## src/rtl/core/crc8fr_pkg.sv

```systemverilog
// crc8 frame receiver shared types, constants and crc step function
`default_nettype none

package crc8fr_pkg;

	typedef enum logic [2:0] {
		PH_HEADER  = 3'd0,
		PH_ID      = 3'd1,
		PH_LEN     = 3'd2,
		PH_PAYLOAD = 3'd3,
		PH_CRC     = 3'd4
	} phase_t;

	localparam int unsigned CFG_IDX_W = 1;

	typedef enum logic [CFG_IDX_W-1:0] {
		CFG_HEADER_VALUE = 1'd0,
		CFG_STATUS_ID    = 1'd1
	} cfg_idx_t;

	localparam logic [7:0] HEADER_RESET    = 8'd170;
	localparam logic [7:0] STATUS_ID_RESET = 8'd1;
	localparam logic [5:0] STATUS_MIN_LEN  = 6'd4;

	localparam logic [7:0] CRC_TERMS [8] = '{
		8'h5e, 8'hbc, 8'h61, 8'hc2, 8'h9d, 8'h23, 8'h46, 8'h8c
	};

	typedef struct packed {
		logic [7:0]  frame_id;
		logic [5:0]  frame_length;
		logic        status_seen;
		logic [15:0] morph_angle;
		logic [7:0]  peer_state;
		logic [7:0]  peer_error;
	} result_t;

	// reflected crc-8 maxim, one byte
	function automatic logic [7:0] crc8_step(input logic [7:0] crc, input logic [7:0] data);
		logic [7:0] sel;
		logic [7:0] acc;
		sel = crc ^ data;
		acc = '0;
		for (int k = 0; k < 8; k++) begin
			if (sel[k]) begin
				acc = acc ^ CRC_TERMS[k];
			end
		end
		return acc;
	endfunction

endpackage

`default_nettype wire

```

## src/rtl/core/crc8fr_parser.sv

```systemverilog
// frame parser: phase machine, running crc and held frame fields
`default_nettype none

module crc8fr_parser import crc8fr_pkg::*; #(
	parameter int unsigned MAX_PAYLOAD = 32
) (
	input  wire logic       clk,
	input  wire logic       arst_n,
	input  wire logic       take,
	input  wire logic [7:0] rx_byte,
	input  wire logic [7:0] header_value,
	input  wire logic [7:0] status_id,
	output logic            res_valid,
	output result_t         res
);

	phase_t     phase_q, phase_d;
	logic [7:0] crc_q;
	logic [7:0] held_id_q;
	logic [5:0] held_length_q;
	logic [5:0] byte_index_q;
	logic [7:0] first_bytes_q [4];

	logic [7:0] crc_nxt;
	logic [5:0] idx_inc;
	logic       len_too_big;
	logic       status_hit;

	assign crc_nxt     = crc8_step(crc_q, rx_byte);
	assign idx_inc     = byte_index_q + 6'd1;
	assign len_too_big = rx_byte > 8'(MAX_PAYLOAD);

	always_comb begin
		unique case (phase_q)
			PH_HEADER:  phase_d = (rx_byte == header_value) ? PH_ID : PH_HEADER;
			PH_ID:      phase_d = PH_LEN;
			PH_LEN: begin
				if (len_too_big) begin
					phase_d = PH_HEADER;
				end else if (rx_byte == 8'd0) begin
					phase_d = PH_CRC;
				end else begin
					phase_d = PH_PAYLOAD;
				end
			end
			PH_PAYLOAD: phase_d = (idx_inc == held_length_q) ? PH_CRC : PH_PAYLOAD;
			PH_CRC:     phase_d = PH_HEADER;
			default:    phase_d = PH_HEADER;
		endcase
	end

	always_comb begin
		status_hit = (held_id_q == status_id) && (held_length_q >= STATUS_MIN_LEN);
		res_valid  = take && (phase_q == PH_CRC) && (rx_byte == crc_q);
		res.frame_id     = held_id_q;
		res.frame_length = held_length_q;
		res.status_seen  = status_hit;
		res.morph_angle  = status_hit ? {first_bytes_q[1], first_bytes_q[0]} : 16'd0;
		res.peer_state   = status_hit ? first_bytes_q[2] : 8'd0;
		res.peer_error   = status_hit ? first_bytes_q[3] : 8'd0;
	end

	always_ff @(posedge clk or negedge arst_n) begin
		if (!arst_n) begin
			phase_q       <= PH_HEADER;
			crc_q         <= '0;
			held_id_q     <= '0;
			held_length_q <= '0;
			byte_index_q  <= '0;
		end else if (take) begin
			phase_q <= phase_d;
			case (phase_q)
				PH_HEADER: begin
					if (rx_byte == header_value) begin
						crc_q <= '0;
					end
				end
				PH_ID: begin
					held_id_q <= rx_byte;
					crc_q     <= crc_nxt;
				end
				PH_LEN: begin
					if (!len_too_big) begin
						held_length_q <= rx_byte[5:0];
						crc_q         <= crc_nxt;
						byte_index_q  <= '0;
					end
				end
				PH_PAYLOAD: begin
					byte_index_q <= idx_inc;
					crc_q        <= crc_nxt;
				end
				default: begin
				end
			endcase
		end
	end

	// first four payload bytes
	always_ff @(posedge clk) begin
		if (take && (phase_q == PH_PAYLOAD) && (byte_index_q < 6'd4)) begin
			first_bytes_q[byte_index_q[1:0]] <= rx_byte;
		end
	end

endmodule

`default_nettype wire

```

## src/rtl/core/crc8_frame_receiver_top.sv

```systemverilog
// crc8 frame receiver top level: config registers, parser and result register
//
// input channel: one received byte per item on rx_byte, in_valid / in_stall.
// frames are header, id, length, payload, crc (reflected crc-8 maxim over
// id, length and payload). a length above MAX_PAYLOAD drops the frame.
// output channel: one item per frame whose crc byte matches, carrying id,
// length and, for a status frame of at least four bytes, angle, state and
// error; out_valid / out_stall.
// latency: the result is valid in the cycle after the crc byte is taken.
// throughput: one byte per cycle while in_stall is low; the parser and crc
// step sit between the input and the result register.
// stall: in_stall rises only while a result waits and out_stall is high;
// the result holds steady until taken.
// reset: parser returns to header hunt, no result pending, header_value
// back to 170 and status_id to 1. config writes go in at once through
// cfg_wr_en, cfg_index (0 header value, 1 status id) and cfg_data.
`default_nettype none

module crc8_frame_receiver_top import crc8fr_pkg::*; #(
	parameter int unsigned MAX_PAYLOAD = 32
) (
	input  wire logic                 clk,
	input  wire logic                 arst_n,
	input  wire logic                 in_valid,
	output logic                      in_stall,
	input  wire logic [7:0]           rx_byte,
	output logic                      out_valid,
	input  wire logic                 out_stall,
	output logic [7:0]                frame_id,
	output logic [5:0]                frame_length,
	output logic                      status_seen,
	output logic [15:0]               morph_angle,
	output logic [7:0]                peer_state,
	output logic [7:0]                peer_error,
	input  wire logic                 cfg_wr_en,
	input  wire logic [CFG_IDX_W-1:0] cfg_index,
	input  wire logic [7:0]           cfg_data
);

	logic [7:0] header_value_q;
	logic [7:0] status_id_q;
	logic       take;
	logic       res_valid;
	result_t    res;
	logic       out_valid_q;
	result_t    out_q;

	always_ff @(posedge clk or negedge arst_n) begin
		if (!arst_n) begin
			header_value_q <= HEADER_RESET;
			status_id_q    <= STATUS_ID_RESET;
		end else if (cfg_wr_en) begin
			unique case (cfg_idx_t'(cfg_index))
				CFG_HEADER_VALUE: header_value_q <= cfg_data;
				CFG_STATUS_ID:    status_id_q    <= cfg_data;
				default: begin
				end
			endcase
		end
	end

	assign in_stall = out_valid_q && out_stall;
	assign take     = in_valid && !in_stall;

	crc8fr_parser #(
		.MAX_PAYLOAD(MAX_PAYLOAD)
	) u_parser (
		.clk          (clk),
		.arst_n       (arst_n),
		.take         (take),
		.rx_byte      (rx_byte),
		.header_value (header_value_q),
		.status_id    (status_id_q),
		.res_valid    (res_valid),
		.res          (res)
	);

	always_ff @(posedge clk or negedge arst_n) begin
		if (!arst_n) begin
			out_valid_q <= 1'b0;
		end else if (!in_stall) begin
			out_valid_q <= res_valid;
		end
	end

	always_ff @(posedge clk) begin
		if (res_valid) begin
			out_q <= res;
		end
	end

	assign out_valid    = out_valid_q;
	assign frame_id     = out_q.frame_id;
	assign frame_length = out_q.frame_length;
	assign status_seen  = out_q.status_seen;
	assign morph_angle  = out_q.morph_angle;
	assign peer_state   = out_q.peer_state;
	assign peer_error   = out_q.peer_error;

endmodule

`default_nettype wire

```

## config.mk

```make
export PLATFORM = sky130hd
export DESIGN_NAME = crc8_frame_receiver_top
export DESIGN_NICKNAME = d
export VERILOG_FILES = /design/src/rtl/core/crc8fr_pkg.sv /design/src/rtl/core/crc8fr_parser.sv /design/src/rtl/core/crc8_frame_receiver_top.sv
export SDC_FILE = /design/constraint.sdc
export NUM_CORES = 1
export LEC_CHECK = 0
export BUFFER_PORTS_ARGS = -buffer_cell sky130_fd_sc_hd__buf_2
export CORE_MARGIN = 8
export CORE_UTILIZATION = 61
export CTS_CLUSTER_DIAMETER = 200
export DETAILED_ROUTE_END_ITERATION = 6
export PLACE_DENSITY_LB_ADDON = 0.1
export SLEW_MARGIN = 25
export SYNTH_ARGS = -nofsm -noshare
export SYNTH_HDL_FRONTEND = slang
export SYNTH_SLANG_ARGS = --single-unit
export TNS_END_PERCENT = 1
```

## constraint.sdc

```tcl
create_clock -name clk -period 11.8 [get_ports clk]
set_input_delay 1.18 -clock clk [delete_from_list [all_inputs] [get_ports clk]]
set_output_delay 1.18 -clock clk [all_outputs]
set_load 0.03 [all_outputs]
```

==> impl_metrics.csv, run 1 <==
group,metric,value,unit
logic_synthesis,synth_compound_area_share,5.623,%
logic_synthesis,synth_cell_types,44,
worst_hold_path,worstHoldPathType,"flip-flop to flip-flop",
clock_network,cts_tree,"done",
global_route,antenna_found_initial,0,
sta,fin_crit,3.112,ns
power_and_ir_drop,power_leakage,2.597,nW
cells_and_area,fillers,566,
logic_synthesis,ys_seq_area_share,68.17,%
place,place_ws,8.176,ns
sta,max_slew.worst_pin.slew,0.7087,ns
place,placement.io_buffers,70,
drt,avgViaCountPerCell,5.547,
worst_setup_path,critical_path_class,"primary input to flip-flop",
die,floorplan.initialDensity,61.41,%
logic_synthesis,synth-main-ff-cell,"edfxtp_1",
clock_network,cts-htree-levels,4,
clock_network,clk_pin_slew,0.06,ns
sta,timing.fmax,0.3213,GHz
logic_synthesis,syn_inst,355,
worst_setup_path,crit_path_end_kind,"flip-flop",
cells_and_area,final_util,73.37,%
worst_setup_path,startpoint_type,"primary input",
cells_and_area,nets,462,
logic_synthesis,synth_top_family_by_area,"simple AND/OR/NAND/NOR gates",
cells_and_area,finalNonFillerCells,556,
place,dpl.hpwl,6796,um
cells_and_area,area_delta_synth_final,19.47,%
logic_synthesis,synth.mux.area_fraction,6.433,%
worst_setup_path,r2r_end,"frame_id[5]$_DFFE_PP_",
die,core,8551,um2
sta,finalHoldViolCount,0,
logic_synthesis,synth_edf_count,79,
logic_synthesis,netlist_area,5251,um2
sta,clock_skew,0.01085,ns
power_and_ir_drop,p_per_area,223.3,nW/um2
logic_synthesis,ys_async_sr_fraction,37.80,%
sta,holdWs,0.4941,ns
sta,setup_viol_count_final,0,
drt,wl_per_cell,18.10,um
global_route,grt_first_pass_wirelength,15640,um
drt,vias,3084,
drt,dr.pass1.iters,5,
place,placed_cells,524,
worst_setup_path,crit_path_end,"frame_id[5]$_DFFE_PP_",
sta,rsz0062_at_grt,"false",
drt,post-route-drc-count,0,
worst_setup_path,cp.required,11.94,ns
sta,fin_setup_tns,0,ns
clock_network,cts-resized-gates,0,
drt,wirelength,10070,um
clock_network,clk_latency,0.51,ns
global_route,grt_pass1_vias,3138,
die,dieArea,11830,um2
worst_setup_path,ff2ff_setup_slack,9.15,ns
worst_setup_path,rr_startpoint,"u_parser.crc_q[1]$_DFFE_PN0P_",
drt,ant_nets,0,
cells_and_area,layout_common_cells,"edfxtp_1 (79), buf_2 (69), dfrtp_1 (43)",
die,io_pins,71,
worst_setup_path,r2r_cells,6,
cells_and_area,diodes,0,
clock_network,root_buffer,"clkbuf_8",
worst_setup_path,startpoint,"rx_byte[1]",
sta,layout_setup_ws,8.688,ns
clock_network,cts_buffers,17,
cells_and_area,multi_input_area,1619,um2
logic_synthesis,syn_area_per_cell,14.79,um2
die,row_count,34,
sta,min_period_over_period,26.38,%
die,die_height,108.8,um
clock_network,cts_setup_buffers,0,
logic_synthesis,yosys_warnings,0,
global_route,gr-usage-all-layers,17.55,%
logic_synthesis,ys_seq_elements,127,
outcome,status,"completed",
clock_network,clock_path_buffers,2,
worst_setup_path,cp.arrival,3.25,ns
logic_synthesis,yosys.area_share.simple,10.03,%
cells_and_area,drive_gt1_share,33.26,%
logic_synthesis,synth-xor-area-share,7.339,%
logic_synthesis,syn_nets,382,
place,gp_congestion,0.8918,
logic_synthesis,synth-adder-area-share,1.191,%
cells_and_area,regArea,3580,um2
global_route,grt-ovfl-total,0,
flow_run,cap_violations,0,
global_route,grt_max_degree,49,
clock_network,cts_hold_buf,0,
power_and_ir_drop,irDropWorstVdd,0.1480,mV
sta,slew_headroom,52.66,%
worst_setup_path,cp_max_fo,47,
sta,maxSlewViolCount,0,
cells_and_area,layout_commonest_cell,"edfxtp_1",
drt,drt_iter0_markers,134,
clock_network,cts.sinks,127,
die,dieWidth,108.8,um
-- cells in the mapped netlist (3+ instances only) --
master / number / area share, %
ha_1: 5 / 1.2
clkbuf_1: 8 / 0.57
a22o_1: 7 / 1.2
a21oi_1: 5 / 0.48
dfrtp_1: 43 / 20
xor2_1: 14 / 2.3
nand2_1: 14 / 1.0
nor4_1: 5 / 0.60
nor3_1: 3 / 0.29
mux2_2: 30 / 6.4
o21ai_0: 8 / 0.76
and2_1: 36 / 4.3
dfstp_2: 5 / 2.5
buf_2: 3 / 0.29
nand3_1: 6 / 0.57
inv_1: 5 / 0.36
edfxtp_1: 79 / 45
nor2_1: 11 / 0.79
nand2b_1: 3 / 0.36
xnor2_1: 30 / 5.0
or2_2: 4 / 0.48
-- routing by layer --
layer  GRT usage, %  routed length (um)
met5              0                   0
met4          6.452                 114
met3          5.496                 570
met2          30.17                5105
met1          20.24                4275
-- flip-flops by register name (all words and copies together), names as in the netlist --
register and cells:
u_parser.crc_q 8, u_parser.held_length_q 6, u_parser.held_id_q 8, u_parser.byte_index_q 6
status_seen 1, out_valid 1, frame_id 8, u_parser.phase_q 3
peer_error 8, u_parser.first_bytes_q 32, morph_angle 16, status_id_q 8
frame_length 6, peer_state 8, header_value_q 8
-- worst min-delay path by stage --
stage | startpoint | to | slack (ns) | depth (start not counted)
detailed placement | u_parser.held_id_q[5]$_DFFE_PN0P_ | frame_id[5]$_DFFE_PP_ | 0.48 | 0
finish | u_parser.held_id_q[5]$_DFFE_PN0P_ | frame_id[5]$_DFFE_PP_ | 0.49 | 0
global route | u_parser.held_id_q[5]$_DFFE_PN0P_ | frame_id[5]$_DFFE_PP_ | 0.50 | 0
global placement | u_parser.held_id_q[0]$_DFFE_PN0P_ | frame_id[0]$_DFFE_PP_ | 0.47 | 0
floorplan | u_parser.held_id_q[0]$_DFFE_PN0P_ | frame_id[0]$_DFFE_PP_ | 0.46 | 0
CTS | u_parser.held_id_q[5]$_DFFE_PN0P_ | frame_id[5]$_DFFE_PP_ | 0.49 | 0
-- kinds of logic (layout without fill, tap and decap cells) --
group                    after synthesis  in the layout
AO/OA/AOI/OAI                         39             39
XOR/XNOR                              44             44
multiplexers                          30             30
flip-flops                           127            127
adder cells (fa/ha/maj)                5              5
AND/OR/NAND/NOR                       94             94
buffers and inverters                 16            109
-- worst max-delay path: stages --
cell and delay [ns]:
buf_2 0.17, xnor2_1 0.36, ha_1 0.22, inv_1 0.03, or4_1 0.53, nor3_2 0.21, buf_4 0.52
-- area by class of cell --
cell class / instances / area share, %
Sequential cell: 127 / 57.06
Multi-Input combinational cell: 212 / 25.81
Clock buffer: 18 / 6.661
Timing Repair Buffer: 72 / 5.864
Clock inverter: 14 / 2.154
Tap cell: 108 / 2.154
Inverter: 5 / 0.2992
-- report_power, final --
part           switching (W)  internal, W
sequential         0.0000651     0.000546
clock               0.000194     0.000283
combinational       0.000154     0.000160
total               0.000412     0.000988
-- per-stage QoR --
step,power (W),cell area [um2]
floorplan,0.0008527,5251
global placement,0.0009184,5718
detailed placement,0.0009286,5720
CTS,0.001408,6274
global route,0.001464,6274
finish,0.001401,6274
Note: power is estimated with default switching activity, not from simulation.
==> inputs of run 2 (changes only) <==
CORE_UTILIZATION = 51   (was 61)
clock period = 2.7 ns   (was 11.8 ns; I/O delays follow)
==> run 2 against run 1 <==
First-iteration DRC count grew 31%. Clock-buffer cell count increased by 8. Die area up 17%. Combinational power rose to 4.4 times the previous value. Non-clock buffer count up 7. Clock power increased to 4.7 times the previous value. Power increased to 4.5 times the previous value. Register-to-register slack got worse by 8.6 ns. Critical endpoint is now u_parser.first_bytes_q[1][1]$_DFFE_PP_.
==> impl_metrics.csv, run 2 (synthesis gave the netlist of run 1 again) <==
group,metric,value,unit
outcome,status,"completed",
sta,slew_headroom,53.23,%
cells_and_area,layout_common_cells,"edfxtp_1 (79), buf_2 (70), dfrtp_1 (42)",
sta,clock_skew,0.01024,ns
die,dieArea,13800,um2
worst_setup_path,startpoint_type,"flip-flop",
worst_setup_path,critPathTopFamily,"simple AND/OR/NAND/NOR gates",
cells_and_area,postLayoutCellArea,6454,um2
die,core,10140,um2
worst_setup_path,critical_path_class,"flip-flop to flip-flop",
cells_and_area,largest_register_ffs,32,
place,dpl.hpwl,6583,um
clock_network,clk_latency,0.51,ns
sta,finalHoldViolCount,0,
place,placement.io_buffers,70,
worst_setup_path,ff2ff_setup_slack,0.59,ns
clock_network,cts.sinks,127,
worst_setup_path,crit_chain,"a21bo_2, or2_2, nor2_1, and2_1",
place,gp_congestion,0.8235,
worst_setup_path,worst-path-buf-inv,0,
power_and_ir_drop,power_leakage,2.664,nW
die,row_count,37,
power_and_ir_drop,p_per_area,974.9,nW/um2
global_route,gr-usage-all-layers,14.59,%
worst_setup_path,slowest_stage,"and2_1",
global_route,grt_max_degree,49,
power_and_ir_drop,p_total,0.006292,W
clock_network,cts-resized-gates,0,
worst_setup_path,cp.arrival,2.27,ns
die,dieWidth,117.5,um
sta,setup_viol_count_final,0,
global_route,antenna_found_initial,0,
sta,maxSlewViolCount,0,
worst_setup_path,cp_max_fo,9,
drt,dr.pass1.iters,4,
clock_network,cts_buffers,17,
flow_run,cap_violations,0,
power_and_ir_drop,irDropWorstVdd,0.6121,mV
worst_hold_path,worstHoldPathType,"primary input to flip-flop",
sta,min_period_over_period,78.30,%
worst_setup_path,path_depth,4,
global_route,grt_pass1_vias,3024,
drt,ant_nets,0,
cells_and_area,layout_commonest_cell,"edfxtp_1",
worst_setup_path,slowest_delay,0.43,ns
clock_network,root_buffer,"clkbuf_8",
cells_and_area,fillers,775,
drt,drt_iter0_markers,175,
clock_network,cts_tree,"done",
sta,rsz0062_at_grt,"false",
worst_hold_path,min_path_cells,2,
cells_and_area,nets,469,
sta,fin_crit,2.114,ns
global_route,grt_first_pass_wirelength,15790,um
drt,wirelength,9681,um
worst_setup_path,cp.required,2.85,ns
global_route,grt-ovfl-total,0,
worst_setup_path,crit_path_end_kind,"flip-flop",
die,die_height,117.5,um
drt,avgViaCountPerCell,5.024,
sta,max_slew.worst_pin.slew,0.7015,ns
drt,vias,2969,
die,io_pins,71,
place,placedInstanceArea,5809,um2
drt,post-route-drc-count,0,
sta,timing.fmax,0.4730,GHz
worst_setup_path,r2r_cells,4,
drt,wl_per_cell,16.38,um
cells_and_area,diodes,0,
clock_network,clock_path_buffers,2,
cells_and_area,area_delta_synth_final,22.90,%
cells_and_area,drive_gt1_share,33.19,%
clock_network,cts-htree-levels,4,
die,floorplan.initialDensity,51.80,%
clock_network,clk_pin_slew,0.06,ns
[run 2: layer usage]
metal / up-vias / share of wire, % / track usage [%]
li1: 1463 / - / -
met1: 1417 / 45 / 17.68
met2: 82 / 49 / 23.37
met3: 7 / 5.5 / 4.796
met4: 0 / 0.95 / 6.485
met5: - / 0 / 0
[run 2: final timing paths]
check	start	to
worst max-delay path	out_valid$_DFFE_PN0N_	u_parser.first_bytes_q[1][1]$_DFFE_PP_
worst min register to register	u_parser.held_id_q[6]$_DFFE_PN0P_	frame_id[6]$_DFFE_PP_
worst max register to register	out_valid$_DFFE_PN0N_	u_parser.first_bytes_q[1][1]$_DFFE_PP_
max in group asynchronous	arst_n	status_id_q[0]$_DFFE_PN1P_
worst min-delay path	cfg_data[1]	status_id_q[1]$_DFFE_PN0P_
min in group asynchronous	arst_n	u_parser.byte_index_q[3]$_DFFE_PN0P_
[run 2: worst register-to-register path, delay by kind of cell (launching register included)]
family           cells  cell delay (ns)
flip-flops           1             0.41
AND/OR/NAND/NOR      3             1.05
AO/OA/AOI/OAI        1             0.30
[run 2: repair_timing]
| item | 4_1_cts | 5_1_grt |
|---|---|---|
| hold buffers | 4 | 1 |
| setup buffers | 0 | 0 |
| endpoints found under the hold margin | 34 | 1 |
[run 2: area by class of cell]
| cell class | instances | area [um2] | share of cell area (%) |
|---|---|---|---|
| Clock buffer | 26 | 488.0 | 7.561 |
| Clock inverter | 6 | 106.4 | 1.648 |
| Inverter | 5 | 18.77 | 0.2908 |
| Multi-Input combinational cell | 212 | 1647 | 25.51 |
| Sequential cell | 127 | 3581 | 55.49 |
| Tap cell | 136 | 170.2 | 2.637 |
| Timing Repair Buffer | 79 | 442.9 | 6.863 |
[run 2: per-stage QoR]
| step | util [%] | hold slack, ns | std cells | worst slack, ns | TNS [ns] |
|---|---|---|---|---|---|
| floorplan | - | -0.02559 | 355 | -0.1447 | -6.871 |
| global placement | 57.30 | 0.3662 | 554 | 0.5356 | 0 |
| detailed placement | 57.30 | 0.3728 | 554 | 0.4745 | 0 |
| CTS | 63.56 | 0.001759 | 590 | 0.5707 | 0 |
| global route | 63.66 | 0.00004474 | 591 | 0.4292 | 0 |
| finish | 63.66 | 0.02533 | 591 | 0.5860 | 0 |
[run 2: where the power goes]
group,internal [W],total [W],switching (W)
clock,0.00150,0.00224,0.000744
sequential,0.00239,0.00267,0.000280
combinational,0.000715,0.00138,0.000666
